File: src/hw/rtl/utf8dec_pkg.sv
// Shared types and constants for the UTF-8 byte stream decoder.
package utf8dec_pkg;

   localparam logic [1:0] STATUS_OK        = 2'd0;
   localparam logic [1:0] STATUS_BAD_LEAD  = 2'd1;
   localparam logic [1:0] STATUS_BAD_CONT  = 2'd2;
   localparam logic [1:0] STATUS_TRUNCATED = 2'd3;

   localparam int CP_W  = 21;
   localparam int LEN_W = 3;

   typedef struct packed {
      logic [CP_W-1:0]  partial_value;
      logic [1:0]       pending_count;
      logic [LEN_W-1:0] open_length;
   } seq_state_type;

   typedef struct packed {
      logic             valid;
      logic [CP_W-1:0]  code_point;
      logic [LEN_W-1:0] seq_length;
      logic [1:0]       status;
   } result_type;

endpackage

File: src/hw/rtl/utf8dec_step.sv
// One decode step: next sequence state and optional result for a byte.
module utf8dec_step (
   input  logic [7:0]                 byte_in,
   input  logic                       end_of_data,
   input  utf8dec_pkg::seq_state_type state_cur,
   output utf8dec_pkg::seq_state_type state_nxt,
   output utf8dec_pkg::result_type    result
);

   logic [utf8dec_pkg::CP_W-1:0]  lead_bits;
   logic [utf8dec_pkg::LEN_W-1:0] lead_len;
   logic                          lead_ok;
   logic [utf8dec_pkg::CP_W-1:0]  shifted;
   logic [1:0]                    pend_dec;

   always_comb begin
      lead_ok   = 1'b1;
      lead_bits = '0;
      lead_len  = '0;
      if (byte_in inside {[8'hC2:8'hDF]}) begin
         lead_bits = {16'd0, byte_in[4:0]};
         lead_len  = 3'd2;
      end else if (byte_in inside {[8'hE0:8'hEF]}) begin
         lead_bits = {17'd0, byte_in[3:0]};
         lead_len  = 3'd3;
      end else if (byte_in inside {[8'hF0:8'hF4]}) begin
         lead_bits = {18'd0, byte_in[2:0]};
         lead_len  = 3'd4;
      end else begin
         lead_ok = 1'b0;
      end
   end

   assign shifted  = {state_cur.partial_value[utf8dec_pkg::CP_W-7:0], byte_in[5:0]};
   assign pend_dec = state_cur.pending_count - 2'd1;

   always_comb begin
      state_nxt = '0;
      result    = '0;
      if (state_cur.pending_count == 2'd0) begin
         if (byte_in[7] == 1'b0) begin
            result.valid      = 1'b1;
            result.code_point = {14'd0, byte_in[6:0]};
            result.seq_length = 3'd1;
            result.status     = utf8dec_pkg::STATUS_OK;
         end else if (!lead_ok) begin
            result.valid  = 1'b1;
            result.status = utf8dec_pkg::STATUS_BAD_LEAD;
         end else if (end_of_data) begin
            result.valid  = 1'b1;
            result.status = utf8dec_pkg::STATUS_TRUNCATED;
         end else begin
            state_nxt.partial_value = lead_bits;
            state_nxt.pending_count = lead_len[1:0] - 2'd1;
            state_nxt.open_length   = lead_len;
         end
      end else if (byte_in[7:6] != 2'b10) begin
         result.valid  = 1'b1;
         result.status = utf8dec_pkg::STATUS_BAD_CONT;
      end else if (pend_dec == 2'd0) begin
         result.valid      = 1'b1;
         result.code_point = shifted;
         result.seq_length = state_cur.open_length;
         result.status     = utf8dec_pkg::STATUS_OK;
      end else if (end_of_data) begin
         result.valid  = 1'b1;
         result.status = utf8dec_pkg::STATUS_TRUNCATED;
      end else begin
         state_nxt.partial_value = shifted;
         state_nxt.pending_count = pend_dec;
         state_nxt.open_length   = state_cur.open_length;
      end
   end

endmodule

File: src/hw/rtl/utf8_byte_stream_decoder.sv
// Top level of the UTF-8 byte stream decoder.
// Takes one byte per cycle and returns one result per completed code point or
// error. Throughput is one byte per clock unless a result is held by rsp_tready
// back-pressure; a result's last byte sits in the input register, and the result
// register loads from it through the combinational decode step once it is free.
// Bytes that open or extend a sequence produce no result transfer.
module utf8_byte_stream_decoder (
   input  logic        clock,
   input  logic        reset,
   input  logic        req_tvalid,
   output logic        req_tready,
   input  logic [7:0]  req_tdata,   // [7:0] byte_in
   input  logic        req_tlast,   // end_of_data
   output logic        rsp_tvalid,
   input  logic        rsp_tready,
   output logic [23:0] rsp_tdata,   // [20:0] code_point, [23:21] seq_length
   output logic [1:0]  rsp_tuser    // [1:0] status
);

   logic                       in_valid_ff, in_valid_in;
   logic [7:0]                 in_byte_ff;
   logic                       in_last_ff;
   utf8dec_pkg::seq_state_type state_ff, state_step;
   utf8dec_pkg::result_type    step_res;
   logic                       out_valid_ff, out_valid_in;
   logic [23:0]                out_data_ff;
   logic [1:0]                 out_user_ff;
   logic                       out_free;
   logic                       advance;
   logic                       req_take;

   utf8dec_step u_step (
      .byte_in     (in_byte_ff),
      .end_of_data (in_last_ff),
      .state_cur   (state_ff),
      .state_nxt   (state_step),
      .result      (step_res)
   );

   assign out_free   = !out_valid_ff || rsp_tready;
   assign advance    = in_valid_ff && (out_free || !step_res.valid);
   assign req_tready = !in_valid_ff || advance;
   assign req_take   = req_tvalid && req_tready;

   always_comb begin
      in_valid_in = in_valid_ff;
      if (req_take) begin
         in_valid_in = 1'b1;
      end else if (advance) begin
         in_valid_in = 1'b0;
      end
   end

   always_comb begin
      out_valid_in = out_valid_ff;
      if (advance && step_res.valid) begin
         out_valid_in = 1'b1;
      end else if (rsp_tready) begin
         out_valid_in = 1'b0;
      end
   end

   always_ff @(posedge clock) begin
      if (reset) begin
         in_valid_ff  <= 1'b0;
         out_valid_ff <= 1'b0;
         state_ff     <= '0;
      end else begin
         in_valid_ff  <= in_valid_in;
         out_valid_ff <= out_valid_in;
         if (advance) begin
            state_ff <= state_step;
         end
      end
   end

   always_ff @(posedge clock) begin
      if (req_take) begin
         in_byte_ff <= req_tdata;
         in_last_ff <= req_tlast;
      end
      if (advance && step_res.valid) begin
         out_data_ff <= {step_res.seq_length, step_res.code_point};
         out_user_ff <= step_res.status;
      end
   end

   assign rsp_tvalid = out_valid_ff;
   assign rsp_tdata  = out_data_ff;
   assign rsp_tuser  = out_user_ff;

endmodule
File: config.mk
export PLATFORM = sky130hd
export DESIGN_NAME = utf8_byte_stream_decoder
export DESIGN_NICKNAME = d
export VERILOG_FILES = /design/src/hw/rtl/utf8dec_pkg.sv /design/src/hw/rtl/utf8dec_step.sv /design/src/hw/rtl/utf8_byte_stream_decoder.sv
export SDC_FILE = /design/constraint.sdc
export NUM_CORES = 1
export LEC_CHECK = 0
export ABC_AREA = 0
export BUFFER_PORTS_ARGS = -buffer_cell sky130_fd_sc_hd__buf_2
export CORE_UTILIZATION = 55
export CTS_BUF_LIST = sky130_fd_sc_hd__clkbuf_8 sky130_fd_sc_hd__clkbuf_16
export DETAILED_ROUTE_END_ITERATION = 10
export PLACE_DENSITY = 0.78
export SLEW_MARGIN = 25
export SYNTH_ARGS = -nofsm -noshare
export SYNTH_HDL_FRONTEND = slang
export SYNTH_SLANG_ARGS = --single-unit
File: constraint.sdc
create_clock -name clock -period 4 [get_ports clock]
set_clock_uncertainty 0.05 [all_clocks]
set_input_delay 0 -clock clock [delete_from_list [all_inputs] [get_ports clock]]
set_output_delay 0 -clock clock [all_outputs]
set_load 0.05 [all_outputs]
==> run_results.csv, run 1 <==
group,metric,value,unit
critical_path,cp.required,3.96,ns
global_route,grt_antenna_before_repair,0,
timing,rsz0062_at_grt,"no",
die,initial_core_util,58.5,%
synthesis,synth_compound_area_share,10.5,%
die,dieArea,4580,um2
die,num_rows,23,
cts,clockBufferDepth,2,
power,ir_worst_vdd,0.387,mV
timing,setup_tns,0,ns
die,fp.dieW,67.7,um
route,drt_wl_total,4630,um
timing,fin_crit,2.57,ns
cts,cts_setup_buffers,0,
cts,root_buffer,"clkbuf_8",
die,core,4060,um2
synthesis,yosys_warnings,0,
route,first_pass_iters,4,
critical_path,r2r_setup_slack,1.43,ns
timing,setup_viol,0,
synthesis,ys_seq_area_share,62.8,%
critical_path,criticalPathCategory,"flip-flop to flip-flop",
power,finalPower,1.32,mW
timing,drv_slew,0,
layout,fin_util,72.6,%
global_route,grt_max_degree,26,
placement,place_inst,290,
synthesis,synth.distinct_cells,42,
synthesis,synthTopCellsByArea,"edfxtp_1, dfxtp_1, and2_1",
timing,hold_viol_final,0,
timing,worstMarginPinSlew,0.701,ns
synthesis,synth_top_family_by_area,"simple AND/OR/NAND/NOR gates",
critical_path,crit_end,"rsp_tdata[3]",
critical_path,r2r_start,"in_byte_ff[3]",
route,drtAntennaViolNets,0,
cts,cts_num_sinks,57,
synthesis,synth_top_area_cell,"edfxtp_1",
critical_path,cp-start-kind,"flip-flop",
power,p_leak,1.16,nW
power,p_per_area,449,nW/um2
critical_path,reg2reg_depth,6,
critical_path,endpoint_kind,"flip-flop",
critical_path,rr_endpoint,"rsp_tdata[3]",
cts,h-tree-depth,3,
die,io_pins,41,
cts,cts_made_buffers,9,
run_status,status,"finished, final reports clean",
flow_run,cap_violations,0,
route,vias,1772,
route,via_per_inst,5.55,
layout,final_cells,319,
placement,gp_congestion,0.875,
synthesis,syn-mean-instance-area,11.4,um2
critical_path,worstSetupStartpoint,"in_byte_ff[3]",
cts,cts_tree,"yes",
route,wire_per_inst,14.5,um
route,post-route-drc-count,0,
critical_path,arrival,2.52,ns
layout,area_growth,24.1,%
synthesis,synth_top_area_share,44.3,%
global_route,grt_pass1_wl,7530,um
synthesis,synth_area,2370,um2
global_route,grt-ovfl-total,0,
route,drt_iter0_drc,136,
layout,fin_nets,279,
die,die_y,67.7,um
timing,max_slew_margin,53.2,%
worst_hold_path,min_path_type,"primary input to flip-flop",
synthesis,synthAdderAreaFrac,1.05,%
synthesis,yosys.cell_count.top_type,"edfxtp_1",
global_route,grt_pass1_vias,1612,
synthesis,synth_common_cells,"edfxtp_1, dfxtp_1, nand2_1, and2_1, o21ai_0",
layout,drive_above_1_share,22.7,%
cts,clk_pin_slew_worst_paths,0.06,ns
synthesis,synth_fp_nets,224,
cts,cts_resized,0,
synthesis,yosys-mux-area-fraction,0.422,%
placement,dp_hpwl,3020,um
global_route,grt_use_total,23.7,%
timing,fmax,390,MHz
cts,cts_hold_buf,13,
synthesis,synth_seq_cells,57,
synthesis,synth_xor_area_share,0,%
synthesis,synth-simple-area-share,21.4,%
synthesis,synth_flop_cell,"edfxtp_1",
layout,antennaDiodeCount,0,
placement,io_buffer_count,40,
synthesis,synth-edff-count,35,
critical_path,critPathMaxFanout,22,
timing,finalCritPeriodShare,64.2,%
cts,clk_latency,0.32,ns
synthesis,async_flop_share,0,%
synthesis,synth_cells,209,
## how the worst min path moves through the flow
stage	from	end	slack [ns]	depth (start not counted)
after floorplan	req_tdata[0]	in_byte_ff[0]	0.05	0
after global placement	req_tdata[1]	in_byte_ff[1]	0.13	1
after detailed placement	req_tdata[0]	in_byte_ff[0]	0.13	1
after CTS	req_tdata[3]	in_byte_ff[3]	0.31	2
after global routing	req_tdata[2]	in_byte_ff[2]	0.32	2
final	req_tdata[5]	in_byte_ff[5]	0.33	2
## critical path: stages (launching register included)
cell and delay (ns):
edfxtp_1 0.47, or3_4 0.43, o31ai_1 0.25, o21ai_0 0.15, or2_2 0.32, nor2_2 0.22
buf_4 0.34
## flip-flops by register name (all words and copies together), names as in the netlist
| signal | cells |
|---|---|
| in_byte_ff | 8 |
| in_last_ff | 1 |
| in_valid_ff | 1 |
| rsp_tdata | 24 |
| rsp_tuser | 2 |
| rsp_tvalid | 1 |
| state_ff | 20 |
## cell usage in the layout (no fill, tap or decap), drive strengths merged, types with 2 or more instances in the layout
cell         Yosys  routed
and2            18      18
a21oi            6       6
o41ai            2       2
buf              3      43
and4b            2       2
nand4           12      12
dlygate4sd3      0      13
ha               2       2
nor2             6       6
dfxtp           22      22
o21ai           19      19
a22o             3       3
o31ai            3       3
nand2           19      19
a211oi           2       2
inv              9      12
or3              3       3
edfxtp          35      35
nor2b            6       6
a21o             2       2
nand2b           4       4
nor3             6       6
clkbuf           9      11
## cell families after synthesis
family / Yosys count
and+or+nand+nor: 87
DFF: 57
AOI/OAI and AO/OA: 41
buffers and inverters: 21
adders and majority gates: 2
muxes: 1
## power by group
group | internal, mW | total, mW | switching, mW
registers | 0.645 | 0.661 | 0.0152
logic | 0.0357 | 0.119 | 0.0833
clock network | 0.334 | 0.542 | 0.207
total | 1.02 | 1.32 | 0.306
## metal layers
| metal | part of all wire [%] | track usage (%) |
|---|---|---|
| met5 | 0 | 0 |
| met4 | 2.5 | 14.4 |
| met3 | 5.5 | 7.43 |
| met2 | 48 | 35.3 |
| met1 | 44 | 29.9 |
## layout make-up
cell class / count / area (um2)
Sequential cell: 57 / 1490
Fill cell: 299 / 1110
Multi-Input combinational cell: 131 / 796
Timing Repair Buffer: 56 / 353
Clock buffer: 11 / 163
Tap cell: 50 / 62.6
Clock inverter: 5 / 46.3
Inverter: 9 / 33.8
## per-stage QoR
| stage | hold slack [ns] | cell area [um2] | setup slack [ns] |
|---|---|---|---|
| 6_report | 0.329 | 2950 | 1.43 |
| 5_1_grt | 0.319 | 2950 | 1.28 |
| 4_1_cts | 0.315 | 2950 | 1.44 |
| 3_5_place_dp | 0.128 | 2610 | 1.45 |
| 3_3_place_gp | 0.126 | 2610 | 1.53 |
| 2_1_floorplan | 0.0489 | 2370 | 0.933 |
Note: power is estimated with default switching activity, not from simulation.
==> inputs of run 2 (changes only) <==
==> constraint.sdc (replaced) <==
create_clock -name clock -period 2.5 [get_ports clock]
set_clock_uncertainty 0.05 [all_clocks]
set_input_delay 0 -clock clock [delete_from_list [all_inputs] [get_ports clock]]
set_output_delay 0 -clock clock [all_outputs]
set_load 0.05 [all_outputs]
==> run 2 against run 1 <==
- wire length rose by 10%
- sequential share of layout area fell by 1.8 points
- non-clock buffer count rose by 12
- cell count rose by 3.8%
==> run_results.csv, run 2 (synthesis results as in run 1) <==
group,metric,value,unit
layout,largest_reg_flops,24,
die,num_rows,23,
route,via_per_inst,5.56,
die,core,4060,um2
route,drtAntennaViolNets,0,
cts,root_buffer,"clkbuf_8",
cts,cts_made_buffers,9,
cts,clockBufferDepth,2,
global_route,grt-ovfl-total,0,
die,fp.dieW,67.7,um
layout,final_cells,331,
layout,fin_nets,291,
power,finalPower,2.12,mW
power,ir_worst_vdd,0.411,mV
layout,final_common_cell,"buf_2",
worst_hold_path,min_path_type,"primary input to flip-flop",
cts,clk_pin_slew_worst_paths,0.07,ns
layout,area_growth,28.7,%
power,p_leak,1.20,nW
cts,clk_latency,0.34,ns
timing,hold_viol_final,0,
timing,drv_slew,0,
critical_path,criticalPathCategory,"flip-flop to flip-flop",
global_route,grt_max_degree,27,
critical_path,critPathMaxFanout,3,
timing,worstMarginPinSlew,0.703,ns
route,drt_wl_total,5110,um
layout,drive_above_1_share,27.8,%
timing,rsz0062_at_grt,"no",
critical_path,cp-start-kind,"flip-flop",
cts,h-tree-depth,3,
placement,gp_congestion,0.878,
critical_path,endpoint_kind,"flip-flop",
route,wire_per_inst,15.4,um
timing,holdWs,0.311,ns
timing,setup_tns,0,ns
die,die_y,67.7,um
die,dieArea,4580,um2
placement,dp_hpwl,3100,um
cts,cts_num_sinks,57,
cts,cts_tree,"yes",
route,first_pass_iters,4,
global_route,grt_antenna_before_repair,0,
critical_path,arrival,2.58,ns
layout,antennaDiodeCount,0,
placement,place_area,2680,um2
placement,io_buffer_count,40,
global_route,grt_use_total,24.5,%
route,post-route-drc-count,0,
critical_path,cp.required,2.74,ns
timing,fmax,428,MHz
die,initial_core_util,58.5,%
timing,fin_crit,2.34,ns
global_route,grt_pass1_wl,7740,um
route,vias,1842,
run_status,status,"finished, final reports clean",
global_route,grt_pass1_vias,1608,
timing,final.setup.worst_slack,0.163,ns
placement,dp_slack,0.212,ns
timing,finalCritPeriodShare,93.5,%
power,p_per_area,693,nW/um2
timing,setup_viol,0,
timing,max_slew_margin,53.1,%
die,io_pins,41,
layout,most-common-layout-cells,"buf_2, edfxtp_1, dfxtp_1",
layout,design_area,3060,um2
layout,fin_util,75.3,%
route,drt_iter0_drc,144,
placement,place_inst,298,
flow_run,cap_violations,0,
## run 2: worst max-delay path: stages (launching register included)
cell           delay (ns)
edfxtp_1             0.40
or3_4                0.43
o31ai_2              0.24
o21ai_2              0.10
or3_1                0.36
a21oi_1              0.16
dlygate4sd3_1        0.55
## run 2: area by class of cell
type / count / area, um2
Clock buffer: 9 / 124
Clock inverter: 7 / 71.3
Fill cell: 281 / 1000
Inverter: 9 / 33.8
Multi-Input combinational cell: 131 / 815
Sequential cell: 57 / 1490
Tap cell: 50 / 62.6
Timing Repair Buffer: 68 / 458
## run 2: metal layers
| layer | track usage, % | share of wire [%] |
|---|---|---|
| met1 | 31.0 | 44 |
| met2 | 36.9 | 47 |
| met3 | 6.42 | 6.4 |
| met4 | 15.7 | 3.1 |
| met5 | 0 | 0 |
## run 2: timing repair
item                                   in CTS  in global routing
gates resized for setup                     0                  4
hold buffers                               14                  0
setup endpoints to repair                   0                 38
setup buffers                               0                  3
endpoints found under the hold margin      13                  0
## run 2: worst paths after layout
path / cells after the start / endpoint / start / slack [ns]
setup reg to reg: 6 / in_valid_ff / in_byte_ff[3] / 0.16
setup / recovery: 6 / in_valid_ff / in_byte_ff[3] / 0.16
hold / removal: 2 / in_last_ff / req_tlast / 0.31
hold reg to reg: 2 / state_ff[16] / state_ff[16] / 0.41
## run 2: where the power goes
| part | internal, mW | switching [mW] | total [mW] |
|---|---|---|---|
| registers | 1.03 | 0.0189 | 1.05 |
| clock network | 0.457 | 0.388 | 0.845 |
| logic | 0.0730 | 0.149 | 0.222 |
